$ cat src/rtl/core/cfb_pkg.sv
// Shared types and constants for the clipped fill and blit framebuffer.
// No dependencies; used by every module under rtl/core.
package cfb_pkg;

    localparam int DIM_W     = 9;
    localparam int COORD_W   = 16;
    localparam int PIX_W     = 32;
    localparam int KIND_W    = 3;
    localparam int DEST_W    = 8;
    localparam int CFG_IDX_W = 2;
    localparam int OUT_DEPTH = 4;

    localparam int MAX_STRIDE_DEF = 256;
    localparam int MAX_HEIGHT_DEF = 256;

    localparam logic [DIM_W-1:0] DIM_RESET = 9'd256;

    localparam logic [KIND_W-1:0] KIND_PUT        = 3'd0;
    localparam logic [KIND_W-1:0] KIND_FILL       = 3'd1;
    localparam logic [KIND_W-1:0] KIND_BLIT_START = 3'd2;
    localparam logic [KIND_W-1:0] KIND_BLIT_PIX   = 3'd3;
    localparam logic [KIND_W-1:0] KIND_READ       = 3'd4;

    localparam logic [1:0] OP_NONE  = 2'd0;
    localparam logic [1:0] OP_WRITE = 2'd1;
    localparam logic [1:0] OP_READ  = 2'd2;

    localparam logic [CFG_IDX_W-1:0] CFG_WIDTH  = 2'd0;
    localparam logic [CFG_IDX_W-1:0] CFG_HEIGHT = 2'd1;
    localparam logic [CFG_IDX_W-1:0] CFG_STRIDE = 2'd2;

    typedef struct packed {
        logic [DIM_W-1:0] width;
        logic [DIM_W-1:0] height;
        logic [DIM_W-1:0] stride;
        logic             ok;
    } cfb_cfg_t;

    typedef struct packed {
        logic [1:0] op;
        logic       hit;
    } cfb_ctl_t;

endpackage

$ cat src/rtl/core/cfb_outq.sv
// Result queue between the store read port and the m_ channel.
// Depends on cfb_pkg.
module cfb_outq (
    input  logic                      aclk,
    input  logic                      aresetn,
    input  logic                      push,
    input  logic                      push_inside,
    input  logic [cfb_pkg::PIX_W-1:0] push_data,
    output logic                      m_valid,
    input  logic                      m_ready,
    output logic [cfb_pkg::PIX_W-1:0] m_read_value,
    output logic                      m_read_inside
);

    localparam int PTR_W = $clog2(cfb_pkg::OUT_DEPTH);
    localparam int CNT_W = $clog2(cfb_pkg::OUT_DEPTH + 1);

    logic [cfb_pkg::PIX_W-1:0] val_q [cfb_pkg::OUT_DEPTH];
    logic                      ins_q [cfb_pkg::OUT_DEPTH];
    logic [PTR_W-1:0]          wr_ptr_reg, wr_ptr_next;
    logic [PTR_W-1:0]          rd_ptr_reg, rd_ptr_next;
    logic [CNT_W-1:0]          count_reg, count_next;
    logic                      pop;

    assign m_valid       = (count_reg != '0);
    assign pop           = m_valid && m_ready;
    assign m_read_value  = val_q[rd_ptr_reg];
    assign m_read_inside = ins_q[rd_ptr_reg];

    always_comb begin
        wr_ptr_next = wr_ptr_reg;
        rd_ptr_next = rd_ptr_reg;
        count_next  = count_reg;
        if (push) begin
            wr_ptr_next = (wr_ptr_reg == PTR_W'(cfb_pkg::OUT_DEPTH - 1)) ? '0
                          : wr_ptr_reg + PTR_W'(1);
        end
        if (pop) begin
            rd_ptr_next = (rd_ptr_reg == PTR_W'(cfb_pkg::OUT_DEPTH - 1)) ? '0
                          : rd_ptr_reg + PTR_W'(1);
        end
        priority if (push && !pop) begin
            count_next = count_reg + CNT_W'(1);
        end else if (pop && !push) begin
            count_next = count_reg - CNT_W'(1);
        end else begin
            count_next = count_reg;
        end
    end

    always_ff @(posedge aclk) begin
        if (!aresetn) begin
            wr_ptr_reg <= '0;
            rd_ptr_reg <= '0;
            count_reg  <= '0;
        end else begin
            wr_ptr_reg <= wr_ptr_next;
            rd_ptr_reg <= rd_ptr_next;
            count_reg  <= count_next;
        end
    end

    always_ff @(posedge aclk) begin
        if (push) begin
            val_q[wr_ptr_reg] <= push_inside ? push_data : '0;
            ins_q[wr_ptr_reg] <= push_inside;
        end
    end

endmodule

$ cat config.mk
export PLATFORM = sky130hd
export DESIGN_NAME = cfb_outq
export DESIGN_NICKNAME = d
export VERILOG_FILES = /design/src/rtl/core/cfb_pkg.sv /design/src/rtl/core/cfb_outq.sv
export SDC_FILE = /design/constraint.sdc
export NUM_CORES = 1
export LEC_CHECK = 0
export BUFFER_PORTS_ARGS = -buffer_cell sky130_fd_sc_hd__buf_2
export CAP_MARGIN = 15
export CORE_MARGIN = 2
export CORE_UTILIZATION = 40
export DETAILED_ROUTE_END_ITERATION = 12
export MAX_ROUTING_LAYER = met4
export PLACE_DENSITY = 0.62
export SETUP_SLACK_MARGIN = 0.05
export SLEW_MARGIN = 20
export SYNTH_ARGS = -nofsm -noshare
export SYNTH_HDL_FRONTEND = slang
export SYNTH_SLANG_ARGS = --single-unit
export TNS_END_PERCENT = 30
$ cat constraint.sdc
create_clock -name aclk -period 3.03 [get_ports aclk]
set_clock_uncertainty 0.1 [all_clocks]
set_input_delay 0.303 -clock aclk [delete_from_list [all_inputs] [get_ports aclk]]
set_output_delay 0.303 -clock aclk [all_outputs]
set_load 0.01 [all_outputs]
==> results.md <==
- Sink Count: 141
- Total chip power: about 5.5 mW
- Final setup violating endpoints: 0
- Worst hold margin: between 0.1 and 0.15 ns
- 1st-iter DRT viols: between 100 and 150
- Synth cell types: 23
- Post-place setup slack: 0.5727 ns
- Largest family of logic cells by synthesized area: multiplexers
- Switching share of total power: 0.2332
- CP peak stage delay: between 0.5 and 0.6 ns
- Number of gates resized after CTS: 0
- DR vias: between 2,000 and 3,000
- Fin. Hold Viols: 0
- Synth Area in XOR/XNOR: 0.003201
- Clock network fraction of design power: 0.399
- Clock root cell: clkbuf_16
- Post-CTS Hold Fix Bufs: 0
- Gr ovfl total: 0
- DR vias/cell: just under 5
- Dpl hpwl: between 5000 and 6000 microns
- Max Cap Viol: 0
- Clk Latency, worst-skew pair: ~0.40 ns
- Starting density of the core: 0.4115
- Antenna violations before repair: 0
- Internal power: around 4.2 mW
- Mapped Nets: between 200 and 300
- IO Port Bufs: 70
- Final nets: 383
- Total core area: roughly 13,000 sq um
- CTS tree: yes
- Remaining antenna violation count: 0
- Slew HR: 0.5727
- CP arrival: 2.66 ns
- Post-Synth Simple-Gate Area: 0.05260
- Filler Cell Count: roughly 1,100
- Seq/Total Area, Yosys: 0.7574
- Seq pwr share: 0.424
- CP max stage cell: o31ai_1
- Fin Setup TNS: 0 ns
- Filler-free cell count of the finished design: about 530
- Chip Height: ~120 microns
- GRT Overall Usage: 0.1503
- Area delta synth->final: 21.50%
- Top fanout value on the critical path: 5
- Run status: complete, no violations
- Hold/Removal Path Class: input pin to register
- Post-detailed-route wirelength per cell: 18.57 microns
- Cells along the critical path: o31ai_1 -> ha_1 -> inv_1 -> fa_1 -> xor2_1 -> or3_1 -> a21boi_0
- Mux contribution to synthesized area: 0.1434
- Initial DRT Pass Iterations: 6
- VDD IR max: about 0.00035 V
- Post-Synth Adder-Cell Area: 0.01738
- DIE WIDTH: approximately 120 microns
- P_sw: between 1 and 1.5 mW
- CP required: about 3.3 ns
- Post-route setup slack: around 0.6 ns
- Setup Fix Bufs, Post-CTS: 0
- Syn Inst Count: between 200 and 300
- Leakage: approximately 2.3 nW
- WL final: 9787 microns
- First-pass GRT wire length: around 15,000 microns
- Yosys warnings: 0
- Max Root-Sink Buffers: 2
- Layout cell share with drive strength beyond 1: 0.4074
- Crit Path Category: register to register
- CP endpoint kind: register
- GP Congestion: 0.6850
- H-Tree Depth: 4
- Worst-margin pin slew: 0.6410 ns
- Min cycle time layout: around 2.4 ns
- Mapped Area: between 5000 and 6000 sq um
- Fmax: 0.4117 GHz
- Logic pwr share: 0.176
- Placed Instances: slightly below 500
- Reg clk slew, reported paths: around 0.06 ns
- Period utilization: 0.8016
- RSZ-0062 raised after global routing: no
- Io pins: 71
- Fin area: around 6600 sq um
- DRC viols: 0
- Util after Layout: 0.5000
- Max Slew Vio Count: 0
- Syn_area_per_cell: between 20 and 25 sq um
- Cts bufs inserted: 17
- Pwr/cell area: 823.6 nW/um^2
- Count of state elements after synthesis: approximately 140
- Synth Area in Compound Gates: 0.005488
- # diodes: 0
- Vias in the first global route: 2,883
- Largest net degree at the start of global routing: 37
- DP Area: between 6000 and 7000 sq um
- Worst setup SP type: register
- Max reg flops: 128
- Die area: 14,630 sq um
- Rows: 42
-- synth_stat cells --
library cell	number	area share
a21boi_0	1	0.0014
mux4_1	3	0.014
or3_1	2	0.0023
nor2b_1	3	0.0034
edfxtp_1	132	0.72
buf_6	1	0.0021
clkbuf_1	4	0.0027
nor2_1	2	0.0014
xnor2_1	1	0.0016
buf_12	3	0.011
xor2_1	1	0.0016
inv_1	3	0.0021
nand2_1	2	0.0014
fa_1	1	0.0037
mux2i_1	3	0.0055
nand3_1	2	0.0018
ha_1	6	0.014
dfxtp_1	9	0.033
o21ai_0	3	0.0027
mux4_2	30	0.12
o31ai_1	1	0.0014
buf_2	3	0.0027
and2_1	37	0.042
-- cells in the final DEF (no fill, tap or decap), types with 3 or more instances in the layout --
master     count
edfxtp_1     132
buf_2         70
and2_1        33
mux4_2        30
clkbuf_16     17
dfxtp_1        7
buf_4          7
ha_1           6
bufinv_16      5
and2_2         4
clkinv_2       4
mux4_1         3
inv_1          3
mux2i_1        3
nor2b_1        3
o21ai_0        3
-- critical path: cells and delay by family (launching register included) --
family,cells,cell delay (ns)
simple gates,1,0.31
buf+inv,1,0.06
xor+xnor,1,0.17
fa+ha+maj,2,0.66
flops,1,0.36
compound gates,2,0.70
-- cells by family after synthesis --
kind of cell,count (synthesis)
flops,141
simple gates,48
mux,36
buf+inv,14
fa+ha+maj,7
compound gates,5
xor+xnor,2
-- power by group through the flow --
stage / Clock [mW] / Combinational, mW / Sequential (mW)
finish: 2.19 / 0.966 / 2.32
global placement: 0 / 0.983 / 2.36
floorplan: 0 / 0.751 / 2.32
CTS: 2.22 / 0.996 / 2.33
global route: 2.31 / 1.05 / 2.34
detailed placement: 0 / 0.990 / 2.37
-- metal layers --
layer	wire length (microns)	share of wire	up-vias	track usage
met3	407	0.042	11	0.04558
met2	5134	0.52	61	0.2496
met4	129	0.013	0	0.04724
li1	-	-	1188	-
met5	0	0	-	-
met1	4115	0.42	1307	0.1767
-- path summary, 6_finish.rpt --
kind                              start  slack, ns  cells after the start                         to
min                             aresetn       0.13                      2  count_reg[2]$_SDFFE_PN0P_
max           count_reg[0]$_SDFFE_PN0P_       0.60                      7  count_reg[2]$_SDFFE_PN0P_
min reg2reg  rd_ptr_reg[1]$_SDFFE_PN0P_       0.43                      2                   register
max reg2reg   count_reg[0]$_SDFFE_PN0P_       0.60                      7  count_reg[2]$_SDFFE_PN0P_
-- cell type report --
cell class / instances / area, sq um / area share
clock buffers: 18 / 429.2 / 0.06456
clock inverters: 13 / 197.7 / 0.02974
inverters: 3 / 11.26 / 0.001694
multi-input cells: 98 / 1220 / 0.1835
flip-flops and latches: 141 / 4146 / 0.6238
well taps: 176 / 220.2 / 0.03313
repair buffers: 78 / 422.9 / 0.06362
(Power assumes the default switching activity.)
