<file path="src/rtl/core/cfb_pkg.sv">
// Shared types and constants for the clipped fill and blit framebuffer.
// No dependencies; used by every module under rtl/core.
package cfb_pkg;

    localparam int DIM_W     = 9;
    localparam int COORD_W   = 16;
    localparam int PIX_W     = 32;
    localparam int KIND_W    = 3;
    localparam int DEST_W    = 8;
    localparam int CFG_IDX_W = 2;
    localparam int OUT_DEPTH = 4;

    localparam int MAX_STRIDE_DEF = 256;
    localparam int MAX_HEIGHT_DEF = 256;

    localparam logic [DIM_W-1:0] DIM_RESET = 9'd256;

    localparam logic [KIND_W-1:0] KIND_PUT        = 3'd0;
    localparam logic [KIND_W-1:0] KIND_FILL       = 3'd1;
    localparam logic [KIND_W-1:0] KIND_BLIT_START = 3'd2;
    localparam logic [KIND_W-1:0] KIND_BLIT_PIX   = 3'd3;
    localparam logic [KIND_W-1:0] KIND_READ       = 3'd4;

    localparam logic [1:0] OP_NONE  = 2'd0;
    localparam logic [1:0] OP_WRITE = 2'd1;
    localparam logic [1:0] OP_READ  = 2'd2;

    localparam logic [CFG_IDX_W-1:0] CFG_WIDTH  = 2'd0;
    localparam logic [CFG_IDX_W-1:0] CFG_HEIGHT = 2'd1;
    localparam logic [CFG_IDX_W-1:0] CFG_STRIDE = 2'd2;

    typedef struct packed {
        logic [DIM_W-1:0] width;
        logic [DIM_W-1:0] height;
        logic [DIM_W-1:0] stride;
        logic             ok;
    } cfb_cfg_t;

    typedef struct packed {
        logic [1:0] op;
        logic       hit;
    } cfb_ctl_t;

endpackage

</file>
<file path="src/rtl/core/cfb_ctrl.sv">
// Operation decode, fill walker and blit position tracking.
// Emits at most one store access per cycle into the address stage. Depends on cfb_pkg.
module cfb_ctrl (
    input  logic                          aclk,
    input  logic                          aresetn,
    input  cfb_pkg::cfb_cfg_t             cfg,
    input  logic                          credit_ok,
    input  logic                          s_valid,
    output logic                          s_ready,
    input  logic [cfb_pkg::KIND_W-1:0]    s_kind,
    input  logic [cfb_pkg::COORD_W-1:0]   s_pos_x,
    input  logic [cfb_pkg::COORD_W-1:0]   s_pos_y,
    input  logic [cfb_pkg::COORD_W-1:0]   s_rect_w,
    input  logic [cfb_pkg::COORD_W-1:0]   s_rect_h,
    input  logic [cfb_pkg::PIX_W-1:0]     s_pixel_value,
    output cfb_pkg::cfb_ctl_t             a_ctl,
    output logic [cfb_pkg::DIM_W-1:0]     a_x,
    output logic [cfb_pkg::DIM_W-1:0]     a_y,
    output logic [cfb_pkg::PIX_W-1:0]     a_data
);

    localparam int DW = cfb_pkg::DIM_W;
    localparam int CW = cfb_pkg::COORD_W;

    logic              fill_busy_reg, fill_busy_next;
    logic [DW-1:0]     fill_x_reg, fill_x_next;
    logic [DW-1:0]     fill_y_reg, fill_y_next;
    logic [DW-1:0]     fill_w_reg, fill_w_next;
    logic [DW-1:0]     fill_h_reg, fill_h_next;
    logic [DW-1:0]     fill_c_reg, fill_c_next;
    logic [DW-1:0]     fill_r_reg, fill_r_next;
    logic [cfb_pkg::PIX_W-1:0] fill_pix_reg, fill_pix_next;

    logic              blit_active_reg, blit_active_next;
    logic [cfb_pkg::DEST_W-1:0] blit_dx_reg, blit_dx_next;
    logic [cfb_pkg::DEST_W-1:0] blit_dy_reg, blit_dy_next;
    logic [CW-1:0]     blit_sw_reg, blit_sw_next;
    logic [CW-1:0]     blit_sh_reg, blit_sh_next;
    logic [DW-1:0]     blit_cw_reg, blit_cw_next;
    logic [DW-1:0]     blit_ch_reg, blit_ch_next;
    logic [CW-1:0]     blit_row_reg, blit_row_next;
    logic [CW-1:0]     blit_col_reg, blit_col_next;

    cfb_pkg::cfb_ctl_t a_ctl_reg, a_ctl_next;
    logic [DW-1:0]     a_x_reg, a_x_next;
    logic [DW-1:0]     a_y_reg, a_y_next;
    logic [cfb_pkg::PIX_W-1:0] a_data_reg, a_data_next;

    logic              accept;
    logic              pos_in;
    logic              area_ok;
    logic [DW-1:0]     w_rem, h_rem;
    logic [DW-1:0]     clip_w, clip_h;
    logic              bp_in_clip;
    logic [DW:0]       bp_tx, bp_ty;
    logic              bp_in;
    logic [CW-1:0]     col_inc, row_inc;

    assign s_ready = !fill_busy_reg && credit_ok;
    assign accept  = s_valid && s_ready;

    assign pos_in  = cfg.ok && (s_pos_x < CW'(cfg.width)) && (s_pos_y < CW'(cfg.height));
    assign area_ok = pos_in && (s_rect_w != '0) && (s_rect_h != '0);
    assign w_rem   = cfg.width - s_pos_x[DW-1:0];
    assign h_rem   = cfg.height - s_pos_y[DW-1:0];
    assign clip_w  = (s_rect_w > CW'(w_rem)) ? w_rem : s_rect_w[DW-1:0];
    assign clip_h  = (s_rect_h > CW'(h_rem)) ? h_rem : s_rect_h[DW-1:0];

    assign bp_in_clip = (blit_col_reg < CW'(blit_cw_reg)) && (blit_row_reg < CW'(blit_ch_reg));
    assign bp_tx = (DW+1)'(blit_dx_reg) + (DW+1)'(blit_col_reg[DW-1:0]);
    assign bp_ty = (DW+1)'(blit_dy_reg) + (DW+1)'(blit_row_reg[DW-1:0]);
    assign bp_in = cfg.ok && bp_in_clip && (bp_tx < (DW+1)'(cfg.width))
                   && (bp_ty < (DW+1)'(cfg.height));
    assign col_inc = blit_col_reg + CW'(1);
    assign row_inc = blit_row_reg + CW'(1);

    always_comb begin
        fill_busy_next   = fill_busy_reg;
        fill_x_next      = fill_x_reg;
        fill_y_next      = fill_y_reg;
        fill_w_next      = fill_w_reg;
        fill_h_next      = fill_h_reg;
        fill_c_next      = fill_c_reg;
        fill_r_next      = fill_r_reg;
        fill_pix_next    = fill_pix_reg;
        blit_active_next = blit_active_reg;
        blit_dx_next     = blit_dx_reg;
        blit_dy_next     = blit_dy_reg;
        blit_sw_next     = blit_sw_reg;
        blit_sh_next     = blit_sh_reg;
        blit_cw_next     = blit_cw_reg;
        blit_ch_next     = blit_ch_reg;
        blit_row_next    = blit_row_reg;
        blit_col_next    = blit_col_reg;
        a_ctl_next.op    = cfb_pkg::OP_NONE;
        a_ctl_next.hit   = 1'b0;
        a_x_next         = '0;
        a_y_next         = '0;
        a_data_next      = s_pixel_value;

        if (fill_busy_reg) begin
            a_ctl_next.op  = cfb_pkg::OP_WRITE;
            a_ctl_next.hit = 1'b1;
            a_x_next       = fill_x_reg + fill_c_reg;
            a_y_next       = fill_y_reg + fill_r_reg;
            a_data_next    = fill_pix_reg;
            if (fill_c_reg == fill_w_reg - DW'(1)) begin
                fill_c_next = '0;
                if (fill_r_reg == fill_h_reg - DW'(1)) begin
                    fill_busy_next = 1'b0;
                end else begin
                    fill_r_next = fill_r_reg + DW'(1);
                end
            end else begin
                fill_c_next = fill_c_reg + DW'(1);
            end
        end else if (accept) begin
            unique case (s_kind)
                cfb_pkg::KIND_PUT: begin
                    if (pos_in) begin
                        a_ctl_next.op  = cfb_pkg::OP_WRITE;
                        a_ctl_next.hit = 1'b1;
                        a_x_next       = s_pos_x[DW-1:0];
                        a_y_next       = s_pos_y[DW-1:0];
                    end
                end
                cfb_pkg::KIND_FILL: begin
                    if (area_ok) begin
                        fill_busy_next = 1'b1;
                        fill_x_next    = s_pos_x[DW-1:0];
                        fill_y_next    = s_pos_y[DW-1:0];
                        fill_w_next    = clip_w;
                        fill_h_next    = clip_h;
                        fill_c_next    = '0;
                        fill_r_next    = '0;
                        fill_pix_next  = s_pixel_value;
                    end
                end
                cfb_pkg::KIND_BLIT_START: begin
                    blit_active_next = area_ok;
                    if (area_ok) begin
                        blit_dx_next  = s_pos_x[cfb_pkg::DEST_W-1:0];
                        blit_dy_next  = s_pos_y[cfb_pkg::DEST_W-1:0];
                        blit_sw_next  = s_rect_w;
                        blit_sh_next  = s_rect_h;
                        blit_cw_next  = clip_w;
                        blit_ch_next  = clip_h;
                        blit_row_next = '0;
                        blit_col_next = '0;
                    end
                end
                cfb_pkg::KIND_BLIT_PIX: begin
                    if (blit_active_reg) begin
                        if (bp_in) begin
                            a_ctl_next.op  = cfb_pkg::OP_WRITE;
                            a_ctl_next.hit = 1'b1;
                            a_x_next       = bp_tx[DW-1:0];
                            a_y_next       = bp_ty[DW-1:0];
                        end
                        if (col_inc == blit_sw_reg) begin
                            blit_col_next = '0;
                            blit_row_next = row_inc;
                            if (row_inc == blit_sh_reg) begin
                                blit_active_next = 1'b0;
                            end
                        end else begin
                            blit_col_next = col_inc;
                        end
                    end
                end
                cfb_pkg::KIND_READ: begin
                    a_ctl_next.op  = cfb_pkg::OP_READ;
                    a_ctl_next.hit = pos_in;
                    if (pos_in) begin
                        a_x_next = s_pos_x[DW-1:0];
                        a_y_next = s_pos_y[DW-1:0];
                    end
                end
                default: begin
                end
            endcase
        end
    end

    always_ff @(posedge aclk) begin
        if (!aresetn) begin
            fill_busy_reg   <= 1'b0;
            fill_c_reg      <= '0;
            fill_r_reg      <= '0;
            blit_active_reg <= 1'b0;
            blit_dx_reg     <= '0;
            blit_dy_reg     <= '0;
            blit_sw_reg     <= '0;
            blit_sh_reg     <= '0;
            blit_cw_reg     <= '0;
            blit_ch_reg     <= '0;
            blit_row_reg    <= '0;
            blit_col_reg    <= '0;
            a_ctl_reg       <= '0;
        end else begin
            fill_busy_reg   <= fill_busy_next;
            fill_c_reg      <= fill_c_next;
            fill_r_reg      <= fill_r_next;
            blit_active_reg <= blit_active_next;
            blit_dx_reg     <= blit_dx_next;
            blit_dy_reg     <= blit_dy_next;
            blit_sw_reg     <= blit_sw_next;
            blit_sh_reg     <= blit_sh_next;
            blit_cw_reg     <= blit_cw_next;
            blit_ch_reg     <= blit_ch_next;
            blit_row_reg    <= blit_row_next;
            blit_col_reg    <= blit_col_next;
            a_ctl_reg       <= a_ctl_next;
        end
    end

    always_ff @(posedge aclk) begin
        fill_x_reg   <= fill_x_next;
        fill_y_reg   <= fill_y_next;
        fill_w_reg   <= fill_w_next;
        fill_h_reg   <= fill_h_next;
        fill_pix_reg <= fill_pix_next;
        a_x_reg      <= a_x_next;
        a_y_reg      <= a_y_next;
        a_data_reg   <= a_data_next;
    end

    assign a_ctl  = a_ctl_reg;
    assign a_x    = a_x_reg;
    assign a_y    = a_y_reg;
    assign a_data = a_data_reg;

endmodule

</file>
<file path="config.mk">
export PLATFORM = sky130hd
export DESIGN_NAME = cfb_ctrl
export DESIGN_NICKNAME = d
export VERILOG_FILES = /design/src/rtl/core/cfb_pkg.sv /design/src/rtl/core/cfb_ctrl.sv
export SDC_FILE = /design/constraint.sdc
export NUM_CORES = 1
export LEC_CHECK = 0
export BUFFER_PORTS_ARGS = -buffer_cell sky130_fd_sc_hd__buf_2
export CAP_MARGIN = 20
export CORE_MARGIN = 2
export CORE_UTILIZATION = 56
export CTS_CLUSTER_DIAMETER = 200
export DETAILED_ROUTE_END_ITERATION = 8
export GPL_TIMING_DRIVEN = 0
export PLACE_DENSITY = 0.75
export SLEW_MARGIN = 20
export SYNTH_ARGS = -nofsm -noshare
export SYNTH_HDL_FRONTEND = slang
export SYNTH_SLANG_ARGS = --single-unit
</file>
<file path="constraint.sdc">
create_clock -name aclk -period 12.5 [get_ports aclk]
set_input_delay 1.875 -clock aclk [delete_from_list [all_inputs] [get_ports aclk]]
set_output_delay 1.875 -clock aclk [all_outputs]
set_load 0.01 [all_outputs]
</file>
==> metrics.yaml <==
worstSetupPathType: "input pin to flip-flop"
worst_pin_slew_ns: 0.972
crit_arrival_ns: 5.86
track_usage: 0.304
wl_met2_mm: 19.4
mostFrequentLayoutCells: "nand2_1 (186), buf_2 (179), dfxtp_1 (171), a21oi_1 (155), ha_1 (122)"
post_cts_resized: 0
grt_pass1_vias: 12100
fin_setup_tns_ns: 0
status: "completed"
ios: 185
async_reset_ff_frac: 0
clkTransAtPathRegs_ns: 0.07
drtPass1Iterations: 6
ant_nets: 0
cp-end-kind: "flip-flop"
place_inst: 2123
clock_path_buffers: 3
finalHoldViolations: 0
fp.dieH_um: 164
post-route-min-period_ns: 5.56
slew_violations: 0
via_count: 12900
cpPeakStageDelay_ns: 0.76
detail_route.wl_per_cell_um: 19.3
route.met3.wl_mm: 3.14
h-tree-depth: 1
core_um2: 25200
gp_congestion: 0.967
syn_avg_cell_area_um2: 8.86
synth_area_um2: 14300
dieArea_um2: 26900
initial_utilization: 0.569
cts_hold_buf: 0
drt_iter0_drc: 1208
fmax_mhz: 180
drt-total-wl_mm: 42.0
top_layer: "met5"
cts_buffers: 27
dpl.hpwl_mm: 32.5
fp.dieW_um: 164
ys_types: 71
met1Wirelength_mm: 17.8
synth_warnings: 0
synthFlopType: "dfxtp_1"
nets: 2081
drive_gt1_frac: 0.156
grt_pass1_wl_mm: 64.1
cp_max_fo: 9
crit_buf_inv: 4
cts_setup_buffers: 0
grt.overflow.total: 0
synth_fp_nets: 1876
viasPerCell: 5.93
num_antenna_cells: 0
cp_common_cell: "inv_1"
hp-class: "flip-flop to flip-flop"
syn_to_final_growth_pct: 15.4
drc: 0
antenna_found_initial: 1
grt_max_degree: 40
relSlewSlack: 0.346
startpoint_type: "input pin"
cts_root_buffer: "clkbuf_16"
num_rows: 58
final-setup-viol-count: 0
path_cells: "buf_2 > ha_1 > inv_1 > fa_1 > a21o_1 > a21oi_1 > nor2b_1 > o21ai_0 > nor2b_1 > xnor2_1 > inv_1 > ha_1 > nand4_1 > o21bai_1 > a21oi_1 > mux2i_1 > inv_1"
port_buffers: 175
p_leak_nw: 6.72
cp_slowest_cell: "a21oi_1"
clock_sinks: 239
fin_crit_sh: 0.445
drv_cap: 0
finalNonFillerCells: 2173
path_delay_family: "compound AO/OA/AOI/OAI gates"
rsz0062_at_grt: "false"
clk_latency_ns: 0.55
synth_edf_count: 68
ir_drop_v: 0.000116
cp.required_ns: 12.79
p_total_mw: 1.77
p_per_area_nw_per_um2: 107
synth_seq_cells: 239
seq_area_frac_synth: 0.382
fin_skew_ns: 0.0255
cts_tree: "yes"
final_common_cell: "nand2_1"
synthCells: 1617
==> cells in the mapped netlist (7+ instances only) <==
| library cell | count | area [um2] |
|---|---|---|
| clkbuf_1 | 65 | 244 |
| nand2_1 | 186 | 698 |
| nand2b_1 | 11 | 68.8 |
| and3_1 | 18 | 113 |
| nor4b_1 | 7 | 61.3 |
| nor3_1 | 48 | 240 |
| ha_1 | 122 | 1530 |
| and2_1 | 8 | 50.1 |
| mux2i_1 | 26 | 260 |
| o211ai_1 | 12 | 90.1 |
| xnor2_1 | 67 | 587 |
| nand4_1 | 24 | 150 |
| inv_1 | 116 | 435 |
| nor2b_1 | 23 | 144 |
| xor2_1 | 40 | 350 |
| nor4_1 | 19 | 119 |
| dfxtp_1 | 171 | 3420 |
| o21ai_0 | 60 | 300 |
| a31oi_1 | 10 | 62.6 |
| a22oi_1 | 27 | 203 |
| mux2_2 | 38 | 428 |
| nand3_1 | 71 | 355 |
| or3_1 | 12 | 75.1 |
| o21bai_1 | 9 | 67.6 |
| a2111oi_0 | 7 | 61.3 |
| a21oi_1 | 155 | 776 |
| a21o_1 | 26 | 195 |
| edfxtp_1 | 68 | 2040 |
| o21a_1 | 13 | 97.6 |
| nor2_1 | 56 | 210 |
| a211oi_1 | 14 | 105 |
==> path summary, 6_finish.rpt <==
kind                   start              to  slack [ns]  cells past startpoint
max reg2reg  blit_row_reg[0]          a_x[1]        7.17                     16
min reg2reg   blit_cw_reg[0]  blit_cw_reg[0]        0.45                      2
min           blit_cw_reg[0]  blit_cw_reg[0]        0.45                      2
max               s_pos_y[0]   fill_h_reg[8]        6.94                     17
==> worst min-delay path, cell delays in order (launching register included) <==
cell	delay, ns
dfxtp_1	0.31
nand2_1	0.05
a21oi_1	0.05
==> power by group <==
part	internal, mW	total (mW)	switching [mW]
logic	0.0709	0.182	0.111
clock network	0.456	0.783	0.327
registers	0.805	0.807	0.00254
total	1.33	1.77	0.440
==> area by class of cell <==
class	count	area [um2]
plain buffers	71	275
repair buffers	176	896
multi-input cells	1189	8150
well taps	330	413
fillers	2111	8660
flip-flops and latches	239	5470
clock buffers	37	774
inverters	118	443
clock inverters	13	104
==> logic make-up (layout without fill, tap and decap cells) <==
kind of cell | after synthesis | count (layout) | synth area share
buffers and inverters | 189 | 415 | 0.0499
adders and majority gates | 128 | 128 | 0.115
DFF | 239 | 239 | 0.382
and+or+nand+nor | 518 | 518 | 0.180
AOI/OAI and AO/OA | 372 | 372 | 0.160
xor gates and xnor gates | 107 | 107 | 0.0654
muxes | 64 | 64 | 0.0480
==> metrics by stage <==
| step | hold WS, ns | utilization | cell area [um2] | setup slack [ns] |
|---|---|---|---|---|
| floorplan | 0.432 | - | 14300 | 6.37 |
| global placement | 0.438 | 0.620 | 15600 | 4.16 |
| detailed placement | 0.443 | 0.621 | 15600 | 6.46 |
| CTS | 0.451 | 0.656 | 16500 | 7.01 |
| global route | 0.466 | 0.656 | 16500 | 6.66 |
| finish | 0.451 | 0.656 | 16500 | 6.94 |
==> routing by layer <==
layer  track usage  vias to the layer above
met5             0                        -
met4         0.115                        2
met3        0.0396                      108
met2         0.517                      543
met1         0.395                     6039
li1              -                     6185
Power figures use the tool's default switching activity.
