==> src/rtl/core/cfb_pkg.sv <==
// Shared types and constants for the clipped fill and blit framebuffer.
// No dependencies; used by every module under rtl/core.
package cfb_pkg;

    localparam int DIM_W     = 9;
    localparam int COORD_W   = 16;
    localparam int PIX_W     = 32;
    localparam int KIND_W    = 3;
    localparam int DEST_W    = 8;
    localparam int CFG_IDX_W = 2;
    localparam int OUT_DEPTH = 4;

    localparam int MAX_STRIDE_DEF = 256;
    localparam int MAX_HEIGHT_DEF = 256;

    localparam logic [DIM_W-1:0] DIM_RESET = 9'd256;

    localparam logic [KIND_W-1:0] KIND_PUT        = 3'd0;
    localparam logic [KIND_W-1:0] KIND_FILL       = 3'd1;
    localparam logic [KIND_W-1:0] KIND_BLIT_START = 3'd2;
    localparam logic [KIND_W-1:0] KIND_BLIT_PIX   = 3'd3;
    localparam logic [KIND_W-1:0] KIND_READ       = 3'd4;

    localparam logic [1:0] OP_NONE  = 2'd0;
    localparam logic [1:0] OP_WRITE = 2'd1;
    localparam logic [1:0] OP_READ  = 2'd2;

    localparam logic [CFG_IDX_W-1:0] CFG_WIDTH  = 2'd0;
    localparam logic [CFG_IDX_W-1:0] CFG_HEIGHT = 2'd1;
    localparam logic [CFG_IDX_W-1:0] CFG_STRIDE = 2'd2;

    typedef struct packed {
        logic [DIM_W-1:0] width;
        logic [DIM_W-1:0] height;
        logic [DIM_W-1:0] stride;
        logic             ok;
    } cfb_cfg_t;

    typedef struct packed {
        logic [1:0] op;
        logic       hit;
    } cfb_ctl_t;

endpackage

==> src/rtl/core/cfb_addr.sv <==
// Address stage: store address = y * row_stride + x, registered.
// Depends on cfb_pkg.
module cfb_addr #(
    parameter int MAX_STRIDE = cfb_pkg::MAX_STRIDE_DEF,
    parameter int MAX_HEIGHT = cfb_pkg::MAX_HEIGHT_DEF,
    parameter int ADDR_W     = $clog2(MAX_STRIDE * MAX_HEIGHT)
) (
    input  logic                      aclk,
    input  logic                      aresetn,
    input  logic [cfb_pkg::DIM_W-1:0] stride,
    input  cfb_pkg::cfb_ctl_t         a_ctl,
    input  logic [cfb_pkg::DIM_W-1:0] a_x,
    input  logic [cfb_pkg::DIM_W-1:0] a_y,
    input  logic [cfb_pkg::PIX_W-1:0] a_data,
    output cfb_pkg::cfb_ctl_t         b_ctl,
    output logic [ADDR_W-1:0]         b_addr,
    output logic [cfb_pkg::PIX_W-1:0] b_data
);

    localparam int PW = 2 * cfb_pkg::DIM_W + 1;

    logic [PW-1:0]             lin_addr;
    cfb_pkg::cfb_ctl_t         b_ctl_reg;
    logic [ADDR_W-1:0]         b_addr_reg, b_addr_next;
    logic [cfb_pkg::PIX_W-1:0] b_data_reg;

    assign lin_addr    = PW'(a_y) * PW'(stride) + PW'(a_x);
    assign b_addr_next = ADDR_W'(lin_addr);

    always_ff @(posedge aclk) begin
        if (!aresetn) begin
            b_ctl_reg <= '0;
        end else begin
            b_ctl_reg <= a_ctl;
        end
    end

    always_ff @(posedge aclk) begin
        b_addr_reg <= b_addr_next;
        b_data_reg <= a_data;
    end

    assign b_ctl  = b_ctl_reg;
    assign b_addr = b_addr_reg;
    assign b_data = b_data_reg;

endmodule

==> config.mk <==
export PLATFORM = sky130hd
export DESIGN_NAME = cfb_addr
export DESIGN_NICKNAME = d
export VERILOG_FILES = /design/src/rtl/core/cfb_pkg.sv /design/src/rtl/core/cfb_addr.sv
export SDC_FILE = /design/constraint.sdc
export NUM_CORES = 1
export LEC_CHECK = 0
export BUFFER_PORTS_ARGS = -buffer_cell sky130_fd_sc_hd__buf_2
export CAP_MARGIN = 20
export CORE_UTILIZATION = 57
export DETAILED_ROUTE_END_ITERATION = 8
export PLACE_DENSITY = 0.87
export SLEW_MARGIN = 20
export SYNTH_ARGS = -nofsm -noshare
export SYNTH_HDL_FRONTEND = slang
export SYNTH_SLANG_ARGS = --single-unit
==> constraint.sdc <==
create_clock -name aclk -period 9.9 [get_ports aclk]
set_input_delay 0.495 -clock aclk [delete_from_list [all_inputs] [get_ports aclk]]
set_output_delay 0.495 -clock aclk [all_outputs]
set_load 0.02 [all_outputs]
==> results of run 1 <==
## metal layers
layer | part of all wire, % | vias to the layer above | GRT usage [%]
li1 | - | 1383 | -
met3 | 5.2 | 14 | 3.93
met1 | 37 | 1435 | 29.5
met5 | 0 | - | 0
met2 | 57 | 95 | 48.3
met4 | 1.1 | 0 | 4.39
## cell usage after synthesis (3+ instances only)
master	number	share of area, %
a21oi_1	9	1.2
a31oi_1	3	0.49
and2_1	57	9.3
clkbuf_1	3	0.29
dfxtp_1	51	27
fa_1	54	28
ha_1	44	14
inv_1	61	5.9
nand2_1	30	2.9
nor2_1	6	0.58
o21ai_0	3	0.39
xnor2_1	12	2.7
xor2_1	5	1.1
## power groups by stage
stage	Sequential, mW	Combinational [mW]	Clock, mW
final	0.266	0.849	0.126
after global routing	0.269	0.940	0.137
after CTS	0.266	0.849	0.126
after detailed placement	0.270	0.835	0
after global placement	0.269	0.785	0
after floorplan	0.319	0.583	0
## cells by family after synthesis
family                   synth area share (%)
AO/OA/AOI/OAI                            6.27
XOR/XNOR                                 3.87
adder cells (fa/ha/maj)                  42.4
buffers and inverters                    6.24
flip-flops                               26.5
multiplexers                            0.260
AND/OR/NAND/NOR                          14.5
## final cells by class
cell class / instances / area share [%]
Timing Repair Buffer: 114 / 12.4
Tap cell: 77 / 2.09
Clock buffer: 5 / 1.50
Multi-Input combinational cell: 252 / 56.3
Sequential cell: 51 / 22.2
Clock inverter: 3 / 0.598
Inverter: 61 / 4.98
## worst max-delay path, delay by kind of cell
kind,cells,cell delay (ns)
adder cells (fa/ha/maj),6,2.91
AO/OA/AOI/OAI,4,0.78
buffers and inverters,6,0.43
XOR/XNOR,1,0.15
AND/OR/NAND/NOR,1,0.10
## path summary, 6_finish.rpt
kind              startpoint    endpoint  slack (ns)  cells past startpoint
setup / recovery   stride[0]  b_addr[15]        5.23                     18
hold / removal    a_data[24]  b_data[24]        0.28                      1
## metrics by stage
stage / std cells / cell area, sq um / power (mW) / worst slack (ns) / utilization [%]
after floorplan: 367 / 3850 / 0.902 / 5.14 / -
after global placement: 555 / 4510 / 1.05 / 5.06 / 70.2
after detailed placement: 555 / 4510 / 1.11 / 4.90 / 70.2
after CTS: 563 / 4600 / 1.24 / 5.23 / 71.7
after global routing: 563 / 4600 / 1.35 / 5.04 / 71.7
final: 563 / 4600 / 1.24 / 5.23 / 71.7
==> impl_metrics.toml, run 1 <==
[route]
vias = 2927
vias_per_cell = 5.20
wl_per_cell_microns = 14.6
drtIter0Drc = 149
dr.pass1.iters = 7
post-route-drc-count = 14
wl_microns = 8240
antenna_left = 0

[final_layout]
largest_register_ffs = 32
multi_input_area_sq_um = 2590
drive_above_1_share_pct = 26.3
diodes = 0
num-nets-final = 647
fill_cells = 460
regArea_sq_um = 1020
final_cell_mix = "buf_2, inv_1, and2_1, fa_1, dfxtp_1"
area_growth_pct = 19.5
layout_commonest_cell = "buf_2"

[timing]
layout_min_cycle_time_ns = 4.67
rsz0062_at_grt = "no"
worst_pin_slew_ns = 0.372
timing.fmax_mhz = 214
finalSetupViolations = 0
drv_slew = 0
slew_headroom_pct = 75.1
finalSetupTns_ns = 0
whs_ns = 0.275
min_period_over_period_pct = 47.2
finalHoldViolations = 0

[clock_tree]
cts_made_buffers = 5
cts_resized = 0
post_cts_buffers = 0
clkTransAtPathRegs_ns = 0.10
cts_max_path_buffers = 2
cts_root_buf = "clkbuf_8"
hold_buffers = 0
clock_sinks = 51
cts-htree-levels = 2
cts_tree = "done"

[global_routing]
grt.overflow.total = 0
antenna_found_initial = 0
grt_max_degree = 19
grt_use_total_pct = 25.0
grt_pass1_wl_microns = 13900
grt_pass1_vias = 3058

[placement]
place.gp.congestion = 0.910
hpwl_microns = 6880
portBuffers = 114

[floorplan]
ioPinCount = 115
die_h_microns = 84.2
design.core.area_sq_um = 6420
die_area_sq_um = 7090
row_count = 29
dieWidth_microns = 84.2
start_util_pct = 59.9

[synthesis]
synth_seq_cells = 51
synth-edff-count = 0
synthFlopType = "dfxtp_1"
ys_types = 37
syn_nets = 529
yosysWarnings = 0
yosysSeqAreaShare_pct = 26.5
synth_cells = 367
ys_async_sr_fraction_pct = 0
syn-mean-instance-area_sq_um = 10.5
syn_area_sq_um = 3850

[power]
power_switching_uw = 576
p_sw_share_pct = 46.5
p_leak_nw = 2.45
comb_power_share_pct = 68.4
vdd_drop_max_mv = 0.178
p_per_area_nw_per_um2 = 269
seq_power_share_pct = 21.4
clkPwrFrac_pct = 10.1
p_int_uw = 663

[critical_path]
crit_path_cell_trace = "buf_2 > nand2_1 > fa_1 > inv_1 > fa_1 > inv_1 > fa_1 > inv_1 > fa_1 > inv_1 > fa_1 > inv_1 > ha_1 > a21oi_1 > o211ai_1 > a41oi_2 > a31oi_1 > xnor2_1"
endpoint_kind = "flop"
startpoint_type = "input port"
cp.required_ns = 10.10
cp_max_fo = 9
cpPeakStageDelay_ns = 0.53
slowest_stage = "fa_1"
crit_arrival_ns = 4.87
crit_type = "input port to flop"

[run_status]
outcome = "complete, but fails checks"
violations = "design-rule violations"

[min_path]
hp-class = "input port to flop"

[job]
drv_cap = 0
No activity file was read; power rests on OpenSTA's default activity.
==> run 2: changes to the inputs <==
--- a/config.mk
+++ b/config.mk
@@ -7,9 +7,9 @@
 export LEC_CHECK = 0
 export BUFFER_PORTS_ARGS = -buffer_cell sky130_fd_sc_hd__buf_2
 export CAP_MARGIN = 20
-export CORE_UTILIZATION = 57
+export CORE_UTILIZATION = 48
 export DETAILED_ROUTE_END_ITERATION = 8
-export PLACE_DENSITY = 0.87
+export PLACE_DENSITY = 0.78
 export SLEW_MARGIN = 20
 export SYNTH_ARGS = -nofsm -noshare
 export SYNTH_HDL_FRONTEND = slang
==> constraint.sdc (replaced) <==
create_clock -name aclk -period 4.2 [get_ports aclk]
set_input_delay 0.21 -clock aclk [delete_from_list [all_inputs] [get_ports aclk]]
set_output_delay 0.21 -clock aclk [all_outputs]
set_load 0.02 [all_outputs]
==> run 2 against run 1 <==
The run now ends clean. Total power rose to 2.6 times the previous value. Critical path type unchanged. Largest power group unchanged. Sequential cell count stayed put. Cell area grew 9.7%.
==> impl_metrics.toml, run 2 (synthesis gave the netlist of run 1 again) <==
[timing]
layout_min_cycle_time_ns = 4.04
timing.fmax_mhz = 248
drv_slew = 0
min_period_over_period_pct = 96.2
setup_ws_ns = 0.161
slew_headroom_pct = 76.6
finalSetupViolations = 0
worst_pin_slew_ns = 0.349
finalHoldViolations = 0

[route]
antenna_left = 0
wl_microns = 8120
dr.pass1.iters = 4
wl_per_cell_microns = 12.8
post-route-drc-count = 0
vias_per_cell = 4.81
vias = 3045
drtIter0Drc = 110

[power]
p_leak_nw = 2.67
p_per_area_nw_per_um2 = 632
vdd_drop_max_mv = 0.377

[final_layout]
layout_commonest_cell = "buf_2"
diodes = 0
num-nets-final = 692
post-route-util_pct = 65.3
fill_cells = 621
largest_register_ffs = 32
regArea_sq_um = 1020
drive_above_1_share_pct = 33.0
area_growth_pct = 31.1
final_cell_mix = "buf_2, inv_1, and2_1, fa_1, dfxtp_1"
multi_input_area_sq_um = 2640

[global_routing]
grt_pass1_vias = 3158
grt.overflow.total = 0
antenna_found_initial = 0
grt_max_degree = 17
grt_use_total_pct = 20.4
grt_pass1_wl_microns = 13800

[critical_path]
cp.required_ns = 4.38
startpoint_type = "input port"
slowest_stage = "fa_1"
path_buf_inv = 6
crit_path_frequent_cell = "fa_1"
cpPeakStageDelay_ns = 0.53
cp_max_fo = 5
crit_arrival_ns = 4.22
crit_type = "input port to flop"
critPathTopFamily = "adder cells"
crit_path_cell_trace = "buf_6 > nand2_2 > fa_1 > inv_1 > fa_1 > inv_2 > fa_1 > inv_1 > fa_1 > inv_1 > fa_1 > inv_2 > ha_4 > a21oi_4 > o211ai_1 > a41oi_2 > a21oi_1 > xor2_1"
endpoint_kind = "flop"

[floorplan]
dieWidth_microns = 91.6
die_area_sq_um = 8380
die_h_microns = 91.6
design.core.area_sq_um = 7730
start_util_pct = 49.8
ioPinCount = 115
row_count = 32

[clock_tree]
clock_sinks = 51
cts_max_path_buffers = 2
cts_tree = "done"
clkTransAtPathRegs_ns = 0.09
cts_made_buffers = 5
cts_root_buf = "clkbuf_8"
cts-htree-levels = 2

[placement]
portBuffers = 114
place.gp.congestion = 0.887
dp_worst_setup_slack_ns = -0.220
hpwl_microns = 7150

[run_status]
outcome = "complete, no violations"

[min_path]
hp-class = "input port to flop"

[job]
drv_cap = 0
## run 2: changes by cell type in the layout (fill, tap and decap cells not counted), moves of 3 or more
cell	change
buf_6	+3
dlygate4sd3_1	+6
buf_2	-4
buf_4	+40
## run 2: report_power, final
group	switching [mW]	leakage, nW	internal, mW
logic	1.19	2.20	1.11
clock network	0.151	0.0483	0.117
registers	0.0214	0.430	0.600
total	1.36	2.67	1.83
## run 2: routing by layer
| metal | track usage, % | wire [microns] | share of wire [%] | vias to the layer above |
|---|---|---|---|---|
| li1 | - | - | - | 1477 |
| met2 | 38.3 | 4450 | 55 | 74 |
| met1 | 25.4 | 3270 | 40 | 1492 |
| met3 | 2.85 | 381 | 4.7 | 2 |
| met5 | 0 | 0 | 0 | - |
| met4 | 1.98 | 14 | 0.17 | 0 |
## run 2: per-stage QoR
| step | cells | power [mW] | TNS (ns) | area (sq um) | hold WS, ns |
|---|---|---|---|---|---|
| final | 633 | 3.19 | 0 | 5050 | 0.0149 |
| after global routing | 633 | 3.53 | -0.00315 | 5050 | 0.000835 |
| after CTS | 626 | 3.13 | 0 | 4930 | 0.00526 |
| after detailed placement | 618 | 2.84 | -1.09 | 4840 | 0.314 |
| after global placement | 618 | 2.77 | -0.481 | 4840 | 0.312 |
| after floorplan | 367 | 2.17 | 0 | 3890 | 0.238 |
## run 2: area by class of cell
type | instances | share of cell area, %
multi-input combinational | 252 | 52.2
sequential | 51 | 20.2
timing repair buffer | 159 | 18.7
inverter | 61 | 4.54
tap | 102 | 2.53
clock buffer | 5 | 1.36
clock inverter | 3 | 0.372
## run 2: repair_timing
item / in CTS / in global routing
endpoints found under the hold margin: 0 / 6
hold buffers: 0 / 6
buffers inserted: 0 / 1
endpoints found under the setup margin: 0 / 5
gates resized for setup: 0 / 16
## run 2: path summary, 6_finish.rpt
check	startpoint	endpoint	slack (ns)	cells past startpoint
max	stride[0]	b_addr[13]	0.16	18
min	a_data[23]	b_data[23]	0.01	1
==> run 3: changes to the inputs <==
--- a/config.mk
+++ b/config.mk
@@ -9,8 +9,8 @@
 export CAP_MARGIN = 20
 export CORE_UTILIZATION = 48
 export DETAILED_ROUTE_END_ITERATION = 8
-export PLACE_DENSITY = 0.78
-export SLEW_MARGIN = 20
+export PLACE_DENSITY = 0.88
+export SLEW_MARGIN = 0
 export SYNTH_ARGS = -nofsm -noshare
 export SYNTH_HDL_FRONTEND = slang
 export SYNTH_SLANG_ARGS = --single-unit
==> run 3 against run 2 <==
Clock-buffer cell count grew 1. Sequential cell count is the same. First-iteration DRC count shrank 4.5%. Total power grew 5.8%. Critical path depth shrank 1. Global-route usage grew 1.3 points. Utilization grew 2.8 points. Cell area grew 4.2%. Combinational power grew 4%. Via count grew 3.6%. Worst setup slack gained 0.015 ns.
==> impl_metrics.toml, run 3 (synthesis gave the netlist of run 1 again) <==
[final_layout]
post-route-util_pct = 68.1
drive_above_1_share_pct = 32.1
layout_commonest_cell = "buf_2"
stdcell_area_sq_um = 5260
fill_cells = 609
num-nets-final = 707
instances_no_fill = 648
final_cell_mix = "buf_2, inv_1, and2_1, fa_1, dfxtp_1"
area_growth_pct = 36.6
largest_register_ffs = 32
diodes = 0

[power]
p_total_mw = 3.37
vdd_drop_max_mv = 0.464
p_leak_nw = 2.75
p_per_area_nw_per_um2 = 642

[global_routing]
grt_use_total_pct = 21.7
grt_pass1_wl_microns = 14400
grt_max_degree = 17
grt_pass1_vias = 3226
met1_usage_pct = 26.3
grt_util_met3_pct = 3.77
grtUsageMet2_pct = 40.0
grt.overflow.total = 0
busiest_layer = "met2"
antenna_found_initial = 0

[placement]
place_area_sq_um = 4810
place.gp.congestion = 0.853
portBuffers = 114
hpwl_microns = 7310
placed_cells = 614

[floorplan]
row_count = 32
start_util_pct = 49.8
ioPinCount = 115
die_h_microns = 91.6
design.core.area_sq_um = 7730
dieWidth_microns = 91.6
die_area_sq_um = 8380

[route]
wl_per_cell_microns = 14.0
drtIter0Drc = 105
vias = 3155
dr.pass1.iters = 4
post-route-drc-count = 0
antenna_left = 0
vias_per_cell = 4.87
wl_microns = 9050

[timing]
finalHoldViolations = 0
drv_slew = 0
min_period_over_period_pct = 95.8
slew_headroom_pct = 78.8
finalSetupViolations = 0
worst_pin_slew_ns = 0.316
layout_min_cycle_time_ns = 4.02
whs_ns = 0.0126
timing.fmax_mhz = 249

[clock_tree]
cts_tree = "done"
clkTransAtPathRegs_ns = 0.09
cts_root_buf = "clkbuf_8"
cts-htree-levels = 2
cts_made_buffers = 5
cts_max_path_buffers = 2
clock_sinks = 51

[run_status]
outcome = "complete, no violations"

[critical_path]
cp_max_fo = 6
endpoint_kind = "flop"
setup.worst_path.end = "b_addr[15]"
crit_type = "input port to flop"
startpoint_type = "input port"
crit_start = "a_y[6]"
cp.required_ns = 4.43
crit_arrival_ns = 4.26

[job]
drv_cap = 0

[min_path]
hp-class = "input port to flop"
run 3: repair_timing:
action | in CTS | in global routing
setup buffers | 0 | 1
hold buffers | 14 | 11
resized for setup | 0 | 21
hold endpoints to repair | 14 | 11
setup endpoints to repair | 0 | 5
run 3: critical path: stages:
cell	delay, ns
buf_2	0.14
buf_6	0.13
nand2_1	0.06
fa_1	0.47
inv_1	0.05
fa_1	0.48
fa_1	0.50
fa_1	0.49
inv_1	0.05
fa_1	0.48
inv_1	0.06
ha_4	0.28
nand3_1	0.06
o211ai_1	0.28
a41oi_2	0.11
a31oi_2	0.26
xnor2_1	0.13
run 3: cell type report:
cell class | instances | area [sq um] | share of cell area, %
Clock buffer | 6 | 82.6 | 1.57
Clock inverter | 2 | 38.8 | 0.738
Inverter | 61 | 229 | 4.35
Multi-Input combinational cell | 252 | 2650 | 50.5
Sequential cell | 51 | 1020 | 19.4
Tap cell | 102 | 128 | 2.43
Timing Repair Buffer | 174 | 1110 | 21.0
run 3: power breakdown:
part / total, mW / switching (mW) / internal [mW]
registers: 0.624 / 0.0231 / 0.601
logic: 2.39 / 1.25 / 1.14
clock network: 0.358 / 0.162 / 0.196
total: 3.37 / 1.43 / 1.94
run 3: worst min-delay path by stage:
stage,end,cells after the start,from,slack (ns)
CTS,b_data[24],1,a_data[24],0.0002
floorplan,b_data[0],0,a_data[0],0.24
global route,b_data[10],1,a_data[10],0.0005
global placement,b_data[16],1,a_data[16],0.31
finish,b_data[10],1,a_data[10],0.01
detailed placement,b_data[28],1,a_data[28],0.31
run 3: stage by stage:
stage	setup TNS (ns)	setup slack (ns)
after floorplan	0	0.0113
after global placement	-0.516	-0.121
after detailed placement	-1.04	-0.211
after CTS	0	0.108
after global routing	-0.0110	-0.0110
final	0	0.176
run 3: metal layers:
metal / wire length, microns / vias to the layer above
li1: - / 1508
met1: 3450 / 1548
met2: 5040 / 85
met3: 454 / 14
met4: 115 / 0
met5: 0 / -
